--- src/hdl/rebd_pkg.sv ---
// Shared types and constants for the rotary encoder and button decoder.
package rebd_pkg;

   // Widths fixed by the interface.
   localparam int TIME_WIDTH          = 32;
   localparam int MS_WIDTH            = 16;
   localparam int FIELD_WIDTH         = 16;
   localparam int CSR_INDEX_WIDTH     = 1;
   localparam int COUNT_WIDTH_DEFAULT = 16;

   // Reset values of the configuration registers.
   localparam logic [MS_WIDTH-1:0] DEBOUNCE_MS_RESET   = 16'd10;
   localparam logic [MS_WIDTH-1:0] LONG_PRESS_MS_RESET = 16'd1000;

   // Request kinds.
   localparam logic [1:0] REQ_SAMPLE = 2'd0;
   localparam logic [1:0] REQ_TICK   = 2'd1;
   localparam logic [1:0] REQ_CLEAR  = 2'd2;

   // Configuration register indexes.
   localparam logic [CSR_INDEX_WIDTH-1:0] CSR_DEBOUNCE   = 1'b0;
   localparam logic [CSR_INDEX_WIDTH-1:0] CSR_LONG_PRESS = 1'b1;

   // Phase tracking states.
   typedef enum logic [2:0] {
      PH_WAIT,
      PH_PUSH_L,
      PH_START_R,
      PH_TURN_L,
      PH_TURN_R,
      PH_FIN_L,
      PH_FIN_R
   } rebd_phase_type;

   // Input item.
   typedef struct packed {
      logic [1:0] req_type;
      logic       pin_a;
      logic       pin_b;
   } rebd_req_type;

   // Result item.
   typedef struct packed {
      logic                   input_detected;
      logic [FIELD_WIDTH-1:0] left_count;
      logic [FIELD_WIDTH-1:0] right_count;
      logic [FIELD_WIDTH-1:0] push_count;
      logic [FIELD_WIDTH-1:0] long_press_count;
      logic                   button_down;
   } rebd_rsp_type;

endpackage

--- src/hdl/rotary_encoder_button_decoder_core.sv ---
// Top level of the rotary encoder and push button decoder.
//
// Usage: each request transfer carries a pin sample (A and B levels), a
// millisecond tick or a clear command. Every request produces exactly one
// response transfer holding a snapshot of the detent, push and long press
// counters, the detection flag and the button level after the update.
// Response valid rises in the cycle after the request transfer. The decoder
// state and the response register are updated in the same cycle, so one request
// is taken every cycle while responses drain; the single response register sets
// this figure. While a response waits, a new request is still taken in the
// cycle the receiver takes the waiting one. When the receiver stalls with a
// response held, req_ready falls and the held response stays unchanged.
// Reset (synchronous, active high) returns the phase tracker to waiting,
// zeroes time, marks and counters, sets the last A level high, loads the
// default debounce and long press times and empties the response register.
// Configuration writes through csr_we take effect on the next request.
module rotary_encoder_button_decoder_core #(
   parameter int COUNT_WIDTH = rebd_pkg::COUNT_WIDTH_DEFAULT
) (
   input  logic                                 clock,
   input  logic                                 reset,
   input  logic                                 req_valid,
   output logic                                 req_ready,
   input  rebd_pkg::rebd_req_type               req_data,
   output logic                                 rsp_valid,
   input  logic                                 rsp_ready,
   output rebd_pkg::rebd_rsp_type               rsp_data,
   input  logic                                 csr_we,
   input  logic [rebd_pkg::CSR_INDEX_WIDTH-1:0] csr_index,
   input  logic [rebd_pkg::MS_WIDTH-1:0]        csr_wdata
);
   import rebd_pkg::*;

   localparam logic [COUNT_WIDTH-1:0] COUNT_ONE = COUNT_WIDTH'(1);
   localparam logic [COUNT_WIDTH-1:0] COUNT_MAX = {COUNT_WIDTH{1'b1}};

   // Configuration registers.
   logic [MS_WIDTH-1:0] debounce_ms_ff;
   logic [MS_WIDTH-1:0] long_press_ms_ff;

   // Decoder state.
   rebd_phase_type         phase_ff, phase_in;
   logic [TIME_WIDTH-1:0]  now_ms_ff, now_ms_in;
   logic [TIME_WIDTH-1:0]  last_event_ff, last_event_in;
   logic [TIME_WIDTH-1:0]  press_mark_ff, press_mark_in;
   logic                   detected_ff, detected_in;
   logic [COUNT_WIDTH-1:0] left_ff, left_in;
   logic [COUNT_WIDTH-1:0] right_ff, right_in;
   logic [COUNT_WIDTH-1:0] short_ff, short_in;
   logic [COUNT_WIDTH-1:0] long_ff, long_in;
   logic                   last_a_ff, last_a_in;

   // Response register.
   logic         rsp_valid_ff, rsp_valid_in;
   rebd_rsp_type rsp_data_ff, rsp_data_in;

   logic                  req_fire;
   logic                  ph_hh, ph_ll, ph_hl, ph_lh;
   logic [TIME_WIDTH-1:0] held_ms;
   logic [TIME_WIDTH-1:0] tick_ms;
   logic [TIME_WIDTH-1:0] since_event_ms;

   // A request is taken whenever the response register is free or draining.
   assign req_ready = !rsp_valid_ff || rsp_ready;
   assign req_fire  = req_valid && req_ready;

   // Level pairs of the current sample.
   assign ph_hh = req_data.pin_a && req_data.pin_b;
   assign ph_ll = !req_data.pin_a && !req_data.pin_b;
   assign ph_hl = req_data.pin_a && !req_data.pin_b;
   assign ph_lh = !req_data.pin_a && req_data.pin_b;

   // Time differences, modulo the time width.
   assign held_ms        = now_ms_ff - press_mark_ff;
   assign tick_ms        = now_ms_ff + TIME_WIDTH'(1);
   assign since_event_ms = tick_ms - last_event_ff;

   // Configuration writes.
   always_ff @(posedge clock) begin
      if (reset) begin
         debounce_ms_ff   <= DEBOUNCE_MS_RESET;
         long_press_ms_ff <= LONG_PRESS_MS_RESET;
      end else if (csr_we) begin
         case (csr_index)
            CSR_DEBOUNCE:   debounce_ms_ff   <= csr_wdata;
            CSR_LONG_PRESS: long_press_ms_ff <= csr_wdata;
            default: ;
         endcase
      end
   end

   // Next state of the decoder for the request at the port.
   always_comb begin
      phase_in      = phase_ff;
      now_ms_in     = now_ms_ff;
      last_event_in = last_event_ff;
      press_mark_in = press_mark_ff;
      detected_in   = detected_ff;
      left_in       = left_ff;
      right_in      = right_ff;
      short_in      = short_ff;
      long_in       = long_ff;
      last_a_in     = last_a_ff;

      case (req_data.req_type)
         REQ_SAMPLE: begin
            last_a_in     = req_data.pin_a;
            last_event_in = now_ms_ff;
            case (phase_ff)
               PH_WAIT: begin
                  if (ph_hl) begin
                     phase_in = PH_START_R;
                  end else if (ph_lh) begin
                     phase_in      = PH_PUSH_L;
                     press_mark_in = now_ms_ff;
                  end
               end
               PH_PUSH_L: begin
                  if (ph_hh) begin
                     phase_in = PH_WAIT;
                     // A release counts only once the debounce time is exceeded.
                     if (held_ms > {{(TIME_WIDTH-MS_WIDTH){1'b0}}, debounce_ms_ff}) begin
                        detected_in = 1'b1;
                        if (held_ms < {{(TIME_WIDTH-MS_WIDTH){1'b0}}, long_press_ms_ff}
                            && short_ff != COUNT_MAX) begin
                           short_in = short_ff + COUNT_ONE;
                        end
                     end
                  end else if (ph_ll) begin
                     phase_in = PH_TURN_L;
                  end
               end
               PH_START_R: begin
                  if (ph_hh) begin
                     phase_in = PH_WAIT;
                  end else if (ph_ll) begin
                     phase_in = PH_TURN_R;
                  end
               end
               PH_TURN_L: begin
                  if (ph_lh) begin
                     phase_in = PH_PUSH_L;
                  end else if (ph_hl) begin
                     phase_in = PH_FIN_L;
                  end
               end
               PH_TURN_R: begin
                  if (ph_hl) begin
                     phase_in = PH_START_R;
                  end else if (ph_lh) begin
                     phase_in = PH_FIN_R;
                  end
               end
               PH_FIN_L: begin
                  if (ph_ll) begin
                     phase_in = PH_TURN_L;
                  end else if (ph_hh) begin
                     // Full left detent; the right count restarts.
                     phase_in      = PH_WAIT;
                     right_in      = '0;
                     left_in       = (left_ff == COUNT_MAX) ? left_ff : left_ff + COUNT_ONE;
                     detected_in   = 1'b1;
                     press_mark_in = now_ms_ff;
                  end
               end
               PH_FIN_R: begin
                  if (ph_ll) begin
                     phase_in = PH_TURN_R;
                  end else if (ph_hh) begin
                     // Full right detent; the left count restarts.
                     phase_in      = PH_WAIT;
                     left_in       = '0;
                     right_in      = (right_ff == COUNT_MAX) ? right_ff : right_ff + COUNT_ONE;
                     detected_in   = 1'b1;
                     press_mark_in = now_ms_ff;
                  end
               end
               default: begin
                  phase_in = PH_WAIT;
               end
            endcase
         end
         REQ_TICK: begin
            now_ms_in = tick_ms;
            // Each long press interval of holding adds one long press.
            if (phase_ff == PH_PUSH_L
                && since_event_ms >= {{(TIME_WIDTH-MS_WIDTH){1'b0}}, long_press_ms_ff}) begin
               last_event_in = tick_ms;
               long_in       = (long_ff == COUNT_MAX) ? long_ff : long_ff + COUNT_ONE;
               detected_in   = 1'b1;
            end
         end
         REQ_CLEAR: begin
            detected_in = 1'b0;
            left_in     = '0;
            right_in    = '0;
            short_in    = '0;
            // A button still held keeps its long press count.
            if (phase_ff != PH_PUSH_L) begin
               long_in = '0;
            end
         end
         default: ;
      endcase
   end

   // Response snapshot and its valid flag.
   always_comb begin
      rsp_valid_in = rsp_valid_ff;
      rsp_data_in  = rsp_data_ff;
      if (req_fire) begin
         rsp_valid_in                 = 1'b1;
         rsp_data_in.input_detected   = detected_in;
         rsp_data_in.left_count       = FIELD_WIDTH'(left_in);
         rsp_data_in.right_count      = FIELD_WIDTH'(right_in);
         rsp_data_in.push_count       = FIELD_WIDTH'(short_in);
         rsp_data_in.long_press_count = FIELD_WIDTH'(long_in);
         rsp_data_in.button_down      = !last_a_in;
      end else if (rsp_ready) begin
         rsp_valid_in = 1'b0;
      end
   end

   // Decoder state register, updated on each request transfer.
   always_ff @(posedge clock) begin
      if (reset) begin
         phase_ff      <= PH_WAIT;
         now_ms_ff     <= '0;
         last_event_ff <= '0;
         press_mark_ff <= '0;
         detected_ff   <= 1'b0;
         left_ff       <= '0;
         right_ff      <= '0;
         short_ff      <= '0;
         long_ff       <= '0;
         last_a_ff     <= 1'b1;
      end else if (req_fire) begin
         phase_ff      <= phase_in;
         now_ms_ff     <= now_ms_in;
         last_event_ff <= last_event_in;
         press_mark_ff <= press_mark_in;
         detected_ff   <= detected_in;
         left_ff       <= left_in;
         right_ff      <= right_in;
         short_ff      <= short_in;
         long_ff       <= long_in;
         last_a_ff     <= last_a_in;
      end
   end

   // Response register.
   always_ff @(posedge clock) begin
      if (reset) begin
         rsp_valid_ff <= 1'b0;
      end else begin
         rsp_valid_ff <= rsp_valid_in;
      end
   end

   always_ff @(posedge clock) begin
      rsp_data_ff <= rsp_data_in;
   end

   assign rsp_valid = rsp_valid_ff;
   assign rsp_data  = rsp_data_ff;

endmodule

--- config.mk ---
export PLATFORM = sky130hd
export DESIGN_NAME = rotary_encoder_button_decoder_core
export DESIGN_NICKNAME = d
export VERILOG_FILES = /design/src/hdl/rebd_pkg.sv /design/src/hdl/rotary_encoder_button_decoder_core.sv
export SDC_FILE = /design/constraint.sdc
export NUM_CORES = 1
export LEC_CHECK = 0
export BUFFER_PORTS_ARGS = -buffer_cell sky130_fd_sc_hd__buf_4
export CAP_MARGIN = 10
export CORE_UTILIZATION = 50
export CTS_CLUSTER_SIZE = 20
export DETAILED_ROUTE_END_ITERATION = 7
export PLACE_DENSITY = 0.67
export RECOVER_POWER = 50
export SLEW_MARGIN = 25
export SYNTH_ARGS = -nofsm -noshare
export SYNTH_HDL_FRONTEND = slang
export SYNTH_SLANG_ARGS = --single-unit
--- constraint.sdc ---
create_clock -name clock -period 7.3 [get_ports clock]
set_clock_uncertainty 0.1 [all_clocks]
set_input_delay 1.095 -clock clock [delete_from_list [all_inputs] [get_ports clock]]
set_output_delay 1.095 -clock clock [all_outputs]
set_load 0.02 [all_outputs]
* Word level (Yosys, flattened, before mapping) *
Cells that the tools add are included.

word-level totals
  register bits after elaboration = 264
  bits of input ports = 26
  output and inout port bits = 68

operators by class
  add/subtract/negate cells = 7
  order comparisons = 3
  equal/unequal tests = 23
  muxes and demuxes = 54
  bitwise logic cells = 1
  reductions and logical operators = 24

operators by type and width
  cell                   number
  $mux 16                17
  $pmux 16 s2            6
  $mux 32                5
  $pmux 32 s2            2
  $add 16x1->16 const B  4
  $sub 32x32->32         2
  $eq 16x16->1 const B   3
  $mux 3                 13
  $add 32x1->32 const B  1
  $ge 32x16->1           1
  $gt 32x16->1           1
  $lt 32x16->1           1
  $pmux 3 s7             1
  $ne 16x16->1 const B   1
  $ne 3x3->1 const B     5
  $reduce_and 7->1       2
  $eq 3x3->1 const B     3
  $mux 1                 8
  $ne 2x2->1 const B     4
  $logic_and 1x1->1      7
  $eq 3x2->1 const B     2
  $reduce_and 2->1       3
  $reduce_bool 2->1      3
  $logic_not 1->1        4
  13 further kinds       13

* Logic depth before layout (Yosys ltp) *
Gate-level depths: netlist of run 1.

  word-level depth = 8
  gate-level depth with buffers = 29
  mapped depth without buffers = 25

* Worst setup path before layout of run 1 *
Ideal clock, no wire load.

  kind = register to register
  start point = reg now_ms_ff[1]
  end point = reg rsp_data_ff (netlist bit rsp_data[14]), data pin
  setup time = 0.267 ns
  data arrival time = 5.798 ns
  data required time = 6.933 ns
  path slack = 1.134 ns
  stages on the path, launching flop included = 25
  period minus slack after synthesis = 6.166 ns
  cell sequence = dfxtp_1 > ha_1 > nand3_1 > nor4_1 > nand2_1 > nor4_2 > nand3_1 > nor2_1 > and3_1 > and3_1 > xor2_1 > ha_1 > clkbuf_1 > a21o_1 > a211oi_1 > nor4_1 > nor4_1 > o2111ai_1 > or4_1 > or3_1 > buf_6 > and2_0 > clkbuf_1 > a31oi_1 > a21oi_1

between the ends
  word-level cells in the longest chain between the ends = 6

RTL lines
  item                      RTL line                                   RTL
  start: declaration        rotary_encoder_button_decoder_core.sv:43   logic [TIME_WIDTH-1:0] now_ms_ff, now_ms_in;
  start signal: assignment  rotary_encoder_button_decoder_core.sv:239  now_ms_ff <= now_ms_in;
  $add 32x1->32             rotary_encoder_button_decoder_core.sv:75   assign tick_ms = now_ms_ff + TIME_WIDTH'(1);
  via tick_ms[28]           rotary_encoder_button_decoder_core.sv:60   logic [TIME_WIDTH-1:0] tick_ms;
  $sub 32x32->32            rotary_encoder_button_decoder_core.sv:76   assign since_event_ms = tick_ms - last_event_ff;
  $ge 32x16->1              rotary_encoder_button_decoder_core.sv:187  && since_event_ms >= {{(TIME_WIDTH-MS_WIDTH){1'b0}}, long_press_ms_ff}) begin
  $logic_and 1x1->1         rotary_encoder_button_decoder_core.sv:187
  $mux 16                   rotary_encoder_button_decoder_core.sv:186  if (phase_ff == PH_PUSH_L
  $pmux 16 s2               rotary_encoder_button_decoder_core.sv:105  case (req_data.req_type)
  via long_in[13]           rotary_encoder_button_decoder_core.sv:50   logic [COUNT_WIDTH-1:0] long_ff, long_in;
  end signal: assignment    rotary_encoder_button_decoder_core.sv:261  rsp_data_ff <= rsp_data_in;
  end: declaration          rotary_encoder_button_decoder_core.sv:55   rebd_rsp_type rsp_data_ff, rsp_data_in;

The timed path passes the listed nets, and every way through them passes these cells.
A chain may end at the register's enable or synchronous reset.

* Worst setup path in the final report of run 1 *
  start point = reg now_ms_ff[2]
  end point = reg rsp_data_ff (netlist bit rsp_data[16]), data pin

The elaborated chain is that of the path after synthesis.

==> summary.txt, run 1 <==
Finish
  – Post-layout util: 54.98%
  – Post-route cell area: 20030 sq um
  – Final cell count without fillers: between 2000 and 3000
  – Layout cells sized above 1: 5.157%
  – Layout Nets: ~2500
  – P&R area growth vs syn: 8.476%

Global routing
  – Initial antenna violation count: 1
  – GR Util All Layers: between 20% and 30%
  – First-pass GRT wire length: 81.08 mm
  – Number of global-route vias before repair: 16120
  – Largest net degree at the start of global routing: between 100 and 150
  – Gr ovfl total: 0

Timing
  – Slew @ Worst Pin: 3.402 ns
  – Final Max Tran Viols: 212
  – WHS: 0.3525 ns
  – Final Hold Vio Count: 0
  – FMAX: 147.4 MHz
  – Max-slew headroom: -126.8%
  – Final setup vio count: 0
  – Fin crit period: 6.784 ns
  – Final worst slack: between 0.5 and 0.6 ns
  – Final Cycle Share: between 90% and 100%

Yosys
  – Mapped Cells: approximately 2400
  – Post-synthesis mux area share: 1.497%
  – Simple-Gate Fraction of Synth Area: 24.32%
  – Largest family of logic cells by synthesized area: simple AND/OR/NAND/NOR gates
  – Asr flop ratio synth: 0%
  – Post-synth EDFFs: between 60 and 70
  – Synth Cell Area: around 18000 sq um
  – Sequential area share after synthesis: roughly 32%
  – Most used flip-flop cell after synthesis: dfxtp_1
  – Mapped Nets: 2566
  – Compound-Gate Fraction of Synth Area: around a fifth
  – Adder-Cell Fraction of Synth Area: under 10%
  – Synth Warn #: 0
  – Synth unique cells: 86
  – Flops & latches, synth: between 200 and 300
  – Syn Area/Cell: between 7 and 8 sq um
  – Post-Synth XOR/XNOR Area: approximately 6%

Die
  – Rows: 70
  – Die span in x: between 150 and 200 um
  – Initial Utilization: roughly 51%
  – IO Pins: 94
  – DIE HEIGHT: between 150 and 200 um
  – Die area: 37710 sq um
  – Core Region: 36430 sq um

Worst setup path
  – Crit path launch: now_ms_ff[2]$_SDFFE_PP0P_
  – Crit-path slowest cell: or3_2
  – Max incr delay on CP: approximately 0.65 ns
  – Critical Path Source Type: flip-flop
  – Required @ worst endpoint: about 7.5 ns
  – Delay-heaviest family, CP: simple AND/OR/NAND/NOR gates
  – Critical Path End Type: flip-flop
  – Crit-path cells: nand2_1, nor2_2, and3_1, nand2b_1, nor2_1, xor2_1, ha_1, and3_1, a211oi_1, nand2_1, xor2_1, ha_1, a21oi_1, nand2_1, a22oi_1, o211ai_1, nor3_1, o2111ai_1, or4_1, or3_2, and2_0, a31oi_1, a21oi_1
  – CP Buf/Inv Count: 0
  – Most frequent CP cell: nand2_1
  – Worst-path fanout max: 15
  – R2r startpoint: now_ms_ff[2]$_SDFFE_PP0P_
  – Crit path kind: flip-flop to flip-flop
  – Crit path DAT: between 7 and 8 ns

Placement
  – Cells after DPL: around 2800
  – Hpwl dp: 36.16 mm
  – Port buffer count: 93
  – Post-DP Area: approximately 19000 sq um
  – Place WS: roughly 0.36 ns
  – Final GP Congestion: ~0.94

Power and ir drop
  – Switching power: 991.9 uW
  – Combinational Power Share: between 10% and 20%
  – Pwr dens: between 150 and 200 nW/um^2
  – Power Internal: roughly 2.7 mW
  – Sequential group share of total power: a little over two fifths
  – Sw Ratio: 26.79%
  – Max VDD drop: 201.7 uV
  – LEAKAGE: between 7 and 8 nW
  – Clock group share of total power: between 40% and 50%

Drt
  – Antenna viol nets, final: 0
  – Routed WL: between 50 and 60 mm
  – Initial DRC count: around 1300
  – Vias/cell: between 6 and 7
  – Number of remaining DRC errors: 0
  – Via Count: 17370
  – Per-cell routed wire length: about 17 um
  – DRT Pass-1 Iters: 6

Clock network
  – Clock insertion delay at the later pin of the skew report: just under 0.6 ns
  – Maximum clock path buffer count: 3
  – Total CTS buffers: 31
  – CTS H-tree depth: 1
  – CTS Root Cell: clkbuf_16
  – CTS tree: done
  – Clock sink count: between 200 and 300
  – Clock transition at the registers of the reported paths: 0.06 ns

Min path
  – Hold crit path type: flip-flop to flip-flop
  – Hold_sp: press_mark_ff[23]$_SDFFE_PP0P_

Run status
  – Failing checks: max-capacitance violations, max-slew violations
  – Status: complete, but fails checks

Job
  – Max Cap Viol: 4
## worst min-delay path, delay by kind of cell, from the launching register on
family | cells | cell delay (ns)
flops | 1 | 0.31
simple gates | 1 | 0.05
compound gates | 1 | 0.05
## flip-flops by register name, indices dropped and copies added (netlist names), 3 cells and up
register and cells:
right_ff 16, long_ff 16, phase_ff 3, left_ff 16, short_ff 16, last_event_ff 32, long_press_ms_ff 16, press_mark_ff 32
rsp_data 66, debounce_ms_ff 16, now_ms_ff 32
## cells in the final DEF (no fill, tap or decap), types with 8 or more instances in the layout
cell       count
a221oi_1       9
edfxtp_1      66
nor3_1        56
o31ai_1       19
nor4_1        23
o211ai_1      22
nand3_1       76
a22o_1         8
nor2b_1       12
nand2_1      370
nand3b_1      10
and2_1        16
nand2b_1      17
ha_1         122
or3_1         18
xor2_1        78
o21a_1        16
a21o_1        22
clkbuf_1      85
a211o_1        8
dfxtp_1      197
and3_1        34
buf_4         39
a21oi_1      209
o21ai_1       13
a211oi_1      46
nand4_1       56
o21ai_0      114
mux2i_1       22
xnor2_1       48
inv_1        140
clkbuf_16     31
or4_1         10
nor2_1       205
a31oi_1       54
## logic make-up after synthesis
| group | Yosys count |
|---|---|
| simple gates | 950 |
| mux | 27 |
| buf+inv | 306 |
| flops | 264 |
| xor+xnor | 126 |
| compound gates | 619 |
| fa+ha+maj | 124 |
## power groups by stage
stage	Combinational [mW]	Sequential, mW	Clock [mW]
2_1_floorplan	0.346	1.63	0
3_3_place_gp	0.512	1.61	0
3_5_place_dp	0.522	1.61	0
4_1_cts	0.525	1.58	1.64
5_1_grt	0.564	1.59	1.70
6_report	0.512	1.58	1.61
## layer usage
layer / GRT usage [%] / wire (um) / up-vias
met5: 0 / 0 / -
met4: 6.937 / 1180 / 0
met3: 3.740 / 2714 / 75
met2: 43.43 / 23320 / 480
met1: 34.12 / 22840 / 8250
li1: - / - / 8567
## synth_stat cells, types with 23 or more instances
cell / n / area, sq um
a211oi_1: 47 / 352.8
a21oi_1: 209 / 1046
a31oi_1: 54 / 337.8
and3_1: 34 / 212.7
clkbuf_1: 128 / 480.5
dfxtp_1: 198 / 3964
edfxtp_1: 66 / 1982
ha_1: 122 / 1526
inv_1: 140 / 525.5
nand2_1: 372 / 1396
nand3_1: 76 / 380.4
nand4_1: 56 / 350.3
nor2_1: 207 / 777.0
nor3_1: 56 / 280.3
nor4_1: 23 / 143.9
o21ai_0: 114 / 570.6
xnor2_1: 48 / 420.4
xor2_1: 78 / 683.2
## area by class of cell
| cell class | instances | area, sq um |
|---|---|---|
| tap | 468 | 585.6 |
| inverter | 141 | 531.8 |
| timing repair buffer | 115 | 589.3 |
| antenna | 1 | 2.502 |
| multi-input combinational | 1846 | 11310 |
| fill | 3502 | 16400 |
| clock buffer | 48 | 899.6 |
| clock inverter | 10 | 161.4 |
| sequential | 264 | 5947 |
## metrics by stage
step / setup TNS, ns / power [mW]
6_report: 0 / 3.703
5_1_grt: -0.002483 / 3.848
4_1_cts: 0 / 3.743
3_5_place_dp: 0 / 2.133
3_3_place_gp: 0 / 2.121
2_1_floorplan: 0 / 1.975
## timing repair
item / in CTS / in global routing
setup endpoints to repair: 0 / 56
hold buffers: 0 / 0
resized for setup: 0 / 6
buffers inserted: 0 / 1
## final timing paths
kind,to,slack (ns),depth (start not counted)
worst max-delay path,rsp_data[16]$_DFFE_PP_,0.52,23
worst min-delay path,press_mark_ff[23]$_SDFFE_PP0P_,0.35,2
worst max register to register,rsp_data[16]$_DFFE_PP_,0.52,23
worst min register to register,press_mark_ff[23]$_SDFFE_PP0P_,0.35,2
(Power assumes the default switching activity.)
==> run 2, diff against run 1 <==
--- a/config.mk
+++ b/config.mk
@@ -11,7 +11,6 @@
 export CTS_CLUSTER_SIZE = 20
 export DETAILED_ROUTE_END_ITERATION = 7
 export PLACE_DENSITY = 0.67
-export RECOVER_POWER = 50
 export SLEW_MARGIN = 25
 export SYNTH_ARGS = -nofsm -noshare
 export SYNTH_HDL_FRONTEND = slang
==> run 2 against run 1 <==
Effect of this change: the run now ends clean; cell count is the same; clock power is essentially flat; critical path depth is the same; via count shrank 0.35%; power grew 0.45%; design area grew 1.4%; worst setup slack gained 0.010 ns; core utilization grew 0.76 points; critical path type unchanged; largest power group unchanged.
==> summary.txt, run 2 (synthesis gave the netlist of run 1 again) <==
Run status
  – Status: finished, final reports clean

Worst setup path
  – Max incr delay on CP: 0.65 ns (about the same)
  – FF-to-FF End: rsp_data[16]$_DFFE_PP_
  – R2r startpoint: now_ms_ff[2]$_SDFFE_PP0P_
  – Crit path kind: flip-flop to flip-flop
  – Crit path DAT: 7.00 ns (about the same)
  – Most frequent CP cell: nand2_1
  – Crit-path slowest cell: or3_2
  – Required @ worst endpoint: 7.52 ns (about the same)
  – FF-to-FF setup slack: 0.53 ns (about the same)
  – R2R depth: 23 (unchanged)
  – Crit path launch: now_ms_ff[2]$_SDFFE_PP0P_
  – Critical Path End Type: flip-flop
  – Worst-path fanout max: 15 (unchanged)
  – CP Capture Point: rsp_data[16]$_DFFE_PP_
  – Crit-path cells: nand2_1, nor2_2, and3_1, nand2b_1, nor2_1, xor2_1, ha_1, and3_1, a211oi_1, nand2_1, xor2_1, ha_1, a21oi_1, nand2_1, a22oi_1, o211ai_1, nor3_1, o2111ai_1, or4_1, or3_2, and2_0, a31oi_1, a21oi_1
  – Critical Path Source Type: flip-flop

Drt
  – Antenna viol nets, final: 0 (unchanged)
  – DRT Pass-1 Iters: 5 (-1)
  – Routed WL: 50.02 mm (about the same)
  – Vias/cell: 5.984 (-0.35%)
  – Number of remaining DRC errors: 0 (unchanged)
  – Via Count: 17310 (-0.35%)
  – Per-cell routed wire length: 17.29 um (about the same)
  – Initial DRC count: 1334 (+1.4%)

Timing
  – WHS: 0.3520 ns (-0.0005130 ns)
  – Fin crit period: 6.774 ns (-0.01034 ns)
  – Total negative slack: 0 ns (unchanged)
  – Final Max Tran Viols: 0 (-100%)
  – Final Hold Vio Count: 0 (unchanged)
  – Slew @ Worst Pin: 1.090 ns (-2.312 ns)
  – Final Cycle Share: 92.79% (-0.14 points)
  – Final setup vio count: 0 (unchanged)
  – FMAX: 147.6 MHz (+0.15%)
  – Max-slew headroom: 27.34% (+150 points)

Min path
  – Hold crit path type: flip-flop to flip-flop
  – Hold Path Stages: 2 (unchanged)

Placement
  – Port buffer count: 93 (unchanged)
  – Final GP Congestion: 0.9360 (unchanged)
  – Hpwl dp: 36.16 mm (unchanged)
  – Post-DP Area: 19220 sq um (unchanged)

Clock network
  – CTS H-tree depth: 1 (unchanged)
  – Maximum clock path buffer count: 3 (unchanged)
  – Total CTS buffers: 31 (unchanged)
  – CTS tree: done
  – Clock sink count: 264 (unchanged)
  – Clock transition at the registers of the reported paths: 0.06 ns (about the same)
  – Clock insertion delay at the later pin of the skew report: 0.58 ns (about the same)
  – CTS Root Cell: clkbuf_16

Finish
  – Layout Nets: 2549 (unchanged)
  – Max reg flops: 66 (unchanged)
  – Most frequent cells in the layout: nand2_1, a21oi_1, nor2_1
  – Post-route cell area: 20310 sq um (+1.4%)
  – Layout cells sized above 1: 8.251% (+3.1 points)
  – P&R area growth vs syn: 9.980%
  – Commonest non-fill, non-tap cell in the layout: nand2_1
  – Post-layout util: 55.74% (+0.76 points)

Power and ir drop
  – Clock group share of total power: 43.4% (about the same)
  – Switching power: 993.2 uW (+0.13%)
  – Combinational Power Share: 14.2% (+0.4 points)
  – Pwr dens: 183.2 nW/um^2 (-0.92%)
  – Max VDD drop: 201.6 uV (about the same)
  – Power Internal: 2.727 mW (+0.57%)
  – LEAKAGE: 7.978 nW (+3.6%)
  – Sequential group share of total power: 42.5% (-0.2 points)
  – Total power: 3.720 mW (+0.45%)
  – Sw Ratio: 26.70% (-0.084 points)

Global routing
  – First-pass GRT wire length: 81.08 mm (unchanged)
  – GRT met1 Usage: 34.12% (unchanged)
  – Number of global-route vias before repair: 16120 (unchanged)
  – M2 GR Usage: 43.43% (unchanged)
  – Initial antenna violation count: 1 (unchanged)
  – Busiest metal layer after global routing: met2
  – Largest net degree at the start of global routing: 130 (unchanged)
  – Grt met3 use: 3.740% (unchanged)
  – Gr ovfl total: 0 (unchanged)
  – GR Util All Layers: 25.69% (unchanged)

Die
  – Die span in x: 194.2 um (unchanged)
  – Initial Utilization: 50.68% (unchanged)
  – Core Region: 36430 sq um (unchanged)
  – IO Pins: 94 (unchanged)
  – Rows: 70 (unchanged)
  – Die area: 37710 sq um (unchanged)
  – DIE HEIGHT: 194.2 um (unchanged)

Job
  – Max Cap Viol: 0 (-4)
run 2: cell count changes in the layout (fill, tap and decap cells not counted):
cell,delta
buf_4,+75
clkbuf_1,-74
clkbuf_4,-1
or2_0,-1
or2_2,+1
run 2: area by class of cell:
type	instances	area [sq um]
Antenna cell	1	2.502
Inverter	141	531.8
Clock buffer	48	899.6
Tap cell	468	585.6
Timing Repair Buffer	115	867.1
Sequential cell	264	5947
Clock inverter	10	161.4
Fill cell	3425	16130
Multi-Input combinational cell	1846	11310
run 2: worst max-delay path, delay by kind of cell (launching register included):
| kind | cells | cell delay [ns] |
|---|---|---|
| AO/OA/AOI/OAI | 7 | 1.29 |
| XOR/XNOR | 2 | 0.35 |
| adder cells (fa/ha/maj) | 2 | 0.64 |
| flip-flops | 1 | 0.56 |
| AND/OR/NAND/NOR | 12 | 3.57 |
run 2: timing repair:
item                       4_1_cts  5_1_grt
setup buffers                    0        1
setup endpoints to repair        0       56
gates resized for setup          0        6
hold buffers                     0        0
run 2: worst min-delay path by stage:
| stage | end | startpoint | slack (ns) |
|---|---|---|---|
| floorplan | last_a_ff$_SDFFE_PP1P_ | last_a_ff$_SDFFE_PP1P_ | 0.33 |
| global placement | press_mark_ff[15]$_SDFFE_PP0P_ | press_mark_ff[15]$_SDFFE_PP0P_ | 0.34 |
| finish | press_mark_ff[20]$_SDFFE_PP0P_ | press_mark_ff[20]$_SDFFE_PP0P_ | 0.35 |
| CTS | press_mark_ff[30]$_SDFFE_PP0P_ | press_mark_ff[30]$_SDFFE_PP0P_ | 0.35 |
| global route | press_mark_ff[23]$_SDFFE_PP0P_ | press_mark_ff[23]$_SDFFE_PP0P_ | 0.37 |
| detailed placement | press_mark_ff[30]$_SDFFE_PP0P_ | press_mark_ff[30]$_SDFFE_PP0P_ | 0.35 |
run 2: per-stage QoR:
step	setup slack [ns]	instances
floorplan	1.134	2416
global placement	0.4935	2833
detailed placement	0.3586	2833
CTS	0.3669	2891
global route	-0.002485	2892
finish	0.5264	2893
run 2: power by group through the flow:
stage | registers, mW | logic (mW) | clock network (mW)
2_1_floorplan | 1.63 | 0.346 | 0
3_3_place_gp | 1.61 | 0.512 | 0
3_5_place_dp | 1.61 | 0.522 | 0
4_1_cts | 1.58 | 0.525 | 1.64
5_1_grt | 1.59 | 0.580 | 1.70
6_report | 1.58 | 0.527 | 1.61
run 2: metal layers:
layer	wire length (um)	share of wire [%]
met2	23270	47
met5	0	0
met4	1272	2.5
met1	22620	45
met3	2859	5.7
==> run 3, diff against run 2 <==
--- a/config.mk
+++ b/config.mk
@@ -7,6 +7,7 @@
 export LEC_CHECK = 0
 export BUFFER_PORTS_ARGS = -buffer_cell sky130_fd_sc_hd__buf_4
 export CAP_MARGIN = 10
+export CORE_ASPECT_RATIO = 0.8
 export CORE_UTILIZATION = 50
 export CTS_CLUSTER_SIZE = 20
 export DETAILED_ROUTE_END_ITERATION = 7
==> run 3 against run 2 <==
Effect of this change: die area about the same; sequential share of layout area grew 0.071 points; largest power group is now sequential cells; register-to-register slack got worse by 0.06 ns; first-iteration DRC count grew 1.1%.
==> summary.txt, run 3 (synthesis gave the netlist of run 1 again) <==
Die
  – IO Pins: 94 (unchanged)
  – Initial Utilization: 51.08% (+0.40 points)
  – DIE HEIGHT: 173.9 um (-10%)
  – Rows: 62 (-11%)
  – Die span in x: 216.9 um (+12%)
  – Die area: 37710 sq um (about the same)
  – Core Region: 36150 sq um (-0.78%)

Global routing
  – Largest net degree at the start of global routing: 125 (-3.8%)
  – First-pass GRT wire length: 84.08 mm (+3.7%)
  – Initial antenna violation count: 1 (unchanged)
  – GR Util All Layers: 26.95% (+1.3 points)
  – Number of global-route vias before repair: 15800 (-2.0%)
  – Gr ovfl total: 0 (unchanged)

Min path
  – Hold Path Stages: 2 (unchanged)
  – Hold_sp: press_mark_ff[25]$_SDFFE_PP0P_
  – Hold crit path type: flip-flop to flip-flop
  – Hold path endpoint: press_mark_ff[25]$_SDFFE_PP0P_

Finish
  – Commonest non-fill, non-tap cell in the layout: nand2_1
  – Post-route cell area: 20260 sq um (-0.24%)
  – P&R area growth vs syn: 9.716%
  – Layout Nets: 2547 (-0.078%)
  – Most frequent cells in the layout: nand2_1, a21oi_1, nor2_1
  – Layout cells sized above 1: 8.512% (+0.26 points)
  – Fill cell count: 3397 (-0.82%)
  – Post-layout util: 56.05% (+0.30 points)
  – Max reg flops: 66 (unchanged)

Placement
  – Final GP Congestion: 0.9113 (-2.6%)
  – Post-DP Area: 19260 sq um (+0.22%)
  – Hpwl dp: 37.27 mm (+3.1%)
  – Port buffer count: 93 (unchanged)
  – Place WS: 0.4361 ns (+0.07742 ns)

Worst setup path
  – Required @ worst endpoint: 7.52 ns (about the same)
  – FF-to-FF End: rsp_data[16]$_DFFE_PP_
  – Crit-path slowest cell: or3_2
  – R2r startpoint: now_ms_ff[0]$_SDFFE_PP0P_
  – Crit path DAT: 7.06 ns (+0.06 ns)
  – FF-to-FF setup slack: 0.46 ns (-0.06 ns)
  – Worst-path fanout max: 15 (unchanged)
  – Critical Path Source Type: flip-flop
  – Most frequent CP cell: ha_1
  – Crit-path cells: ha_1, nand3_1, nor4_1, buf_4, and3_1, xor2_1, ha_1, nand4_1, a2111oi_0, o41ai_1, nand3_1, xor2_1, ha_1, nand4_1, nor3_1, nor4b_1, nand4b_1, nor3_1, o2111ai_1, or4_1, or3_2, and2_0, a31oi_1, a21oi_1
  – Max incr delay on CP: 0.65 ns (about the same)
  – R2R depth: 24 (+4.3%)
  – Crit path kind: flip-flop to flip-flop
  – Critical Path End Type: flip-flop

Clock network
  – Clock transition at the registers of the reported paths: 0.06 ns (about the same)
  – Maximum clock path buffer count: 3 (unchanged)
  – CTS tree: done
  – CTS H-tree depth: 1 (unchanged)
  – CTS Root Cell: clkbuf_16
  – CTS Hold Bufs: 0 (unchanged)
  – Clock insertion delay at the later pin of the skew report: 0.59 ns (about the same)
  – Clock sink count: 264 (unchanged)
  – Total CTS buffers: 29 (-6.5%)
  – Setup bufs post-CTS: 0 (unchanged)

Timing
  – Final Cycle Share: 93.65% (+0.86 points)
  – Final Hold Vio Count: 0 (unchanged)
  – FMAX: 146.3 MHz (-0.92%)
  – Total negative slack: 0 ns (unchanged)
  – Final setup vio count: 0 (unchanged)
  – Fin crit period: 6.837 ns (+0.06289 ns)
  – Final worst slack: 0.4635 ns (-0.06289 ns)
  – Slew @ Worst Pin: 1.033 ns (-0.05718 ns)
  – Max-slew headroom: 31.15% (+3.8 points)
  – RSZ-0062 raised after global routing: false
  – Final Max Tran Viols: 0 (unchanged)

Drt
  – Antenna viol nets, final: 0 (unchanged)
  – Routed WL: 51.92 mm (+3.8%)
  – Met3 WL: 3.052 mm (+6.8%)
  – Number of remaining DRC errors: 0 (unchanged)
  – DR top layer: met4
  – Via Count: 17370 (+0.36%)
  – Per-cell routed wire length: 17.90 um (+3.5%)
  – Initial DRC count: 1349 (+1.1%)
  – Length of routed wiring on met1: 24.59 mm (+8.7%)
  – Met2 wire length: 23.45 mm (+0.80%)
  – DRT Pass-1 Iters: 5 (unchanged)
  – Vias/cell: 5.989 (about the same)

Job
  – Max Cap Viol: 0 (unchanged)

Power and ir drop
  – Max VDD drop: 189.1 uV (-6.2%)
  – Total power: 3.650 mW (-1.9%)
  – Pwr dens: 180.2 nW/um^2 (-1.6%)
  – LEAKAGE: 7.947 nW (-0.38%)

Run status
  – Status: finished, final reports clean
## run 3: power by group
| group | internal (mW) | leakage (nW) | switching [mW] |
|---|---|---|---|
| Clock | 0.865 | 0.487 | 0.671 |
| Sequential | 1.55 | 2.27 | 0.0315 |
| Combinational | 0.193 | 5.19 | 0.342 |
| Total | 2.61 | 7.95 | 1.04 |
## run 3: what timing repair did
action                                  in CTS  in global routing
gates resized for setup                      0                  3
endpoints found under the hold margin        0                  0
endpoints found under the setup margin       0                 23
## run 3: worst max-delay path by stage
stage	start	end	slack (ns)	cells after the start
CTS	now_ms_ff[1]$_SDFFE_PP0P_	rsp_data[16]$_DFFE_PP_	0.40	23
global route	now_ms_ff[0]$_SDFFE_PP0P_	rsp_data[14]$_DFFE_PP_	0.01	23
global placement	now_ms_ff[0]$_SDFFE_PP0P_	rsp_data[14]$_DFFE_PP_	0.63	24
floorplan	now_ms_ff[1]$_SDFFE_PP0P_	rsp_data[14]$_DFFE_PP_	1.13	24
detailed placement	now_ms_ff[1]$_SDFFE_PP0P_	rsp_data[16]$_DFFE_PP_	0.44	23
finish	now_ms_ff[0]$_SDFFE_PP0P_	rsp_data[16]$_DFFE_PP_	0.46	24
## run 3: area by class of cell
cell class                 count  area [sq um]  share of cell area (%)
multi-input combinational   1846         11310                   55.85
sequential                   264          5947                   29.35
timing repair buffer         115         879.6                   4.341
clock buffer                  31         753.2                   3.718
tap                          480         600.6                   2.964
inverter                     141         531.8                   2.625
clock inverter                23         231.5                   1.142
antenna                        1         2.502                 0.01235
## run 3: layer usage
| metal | up-vias | track usage (%) |
|---|---|---|
| met4 | 0 | 5.282 |
| li1 | 8563 | - |
| met5 | - | 0 |
| met2 | 556 | 43.00 |
| met1 | 8202 | 39.07 |
| met3 | 53 | 3.237 |
## run 3: critical path: cells and delay by family, from the launching register on
family	cells	cell delay, ns
fa+ha+maj	3	0.99
buf+inv	1	0.20
flops	1	0.53
xor+xnor	2	0.26
compound gates	5	1.05
simple gates	13	3.43
## run 3: stage by stage
step           hold slack, ns  instances
2_1_floorplan          0.3347       2416
3_3_place_gp           0.3413       2846
3_5_place_dp           0.3465       2846
4_1_cts                0.3548       2900
5_1_grt                0.3761       2900
6_report               0.3527       2901
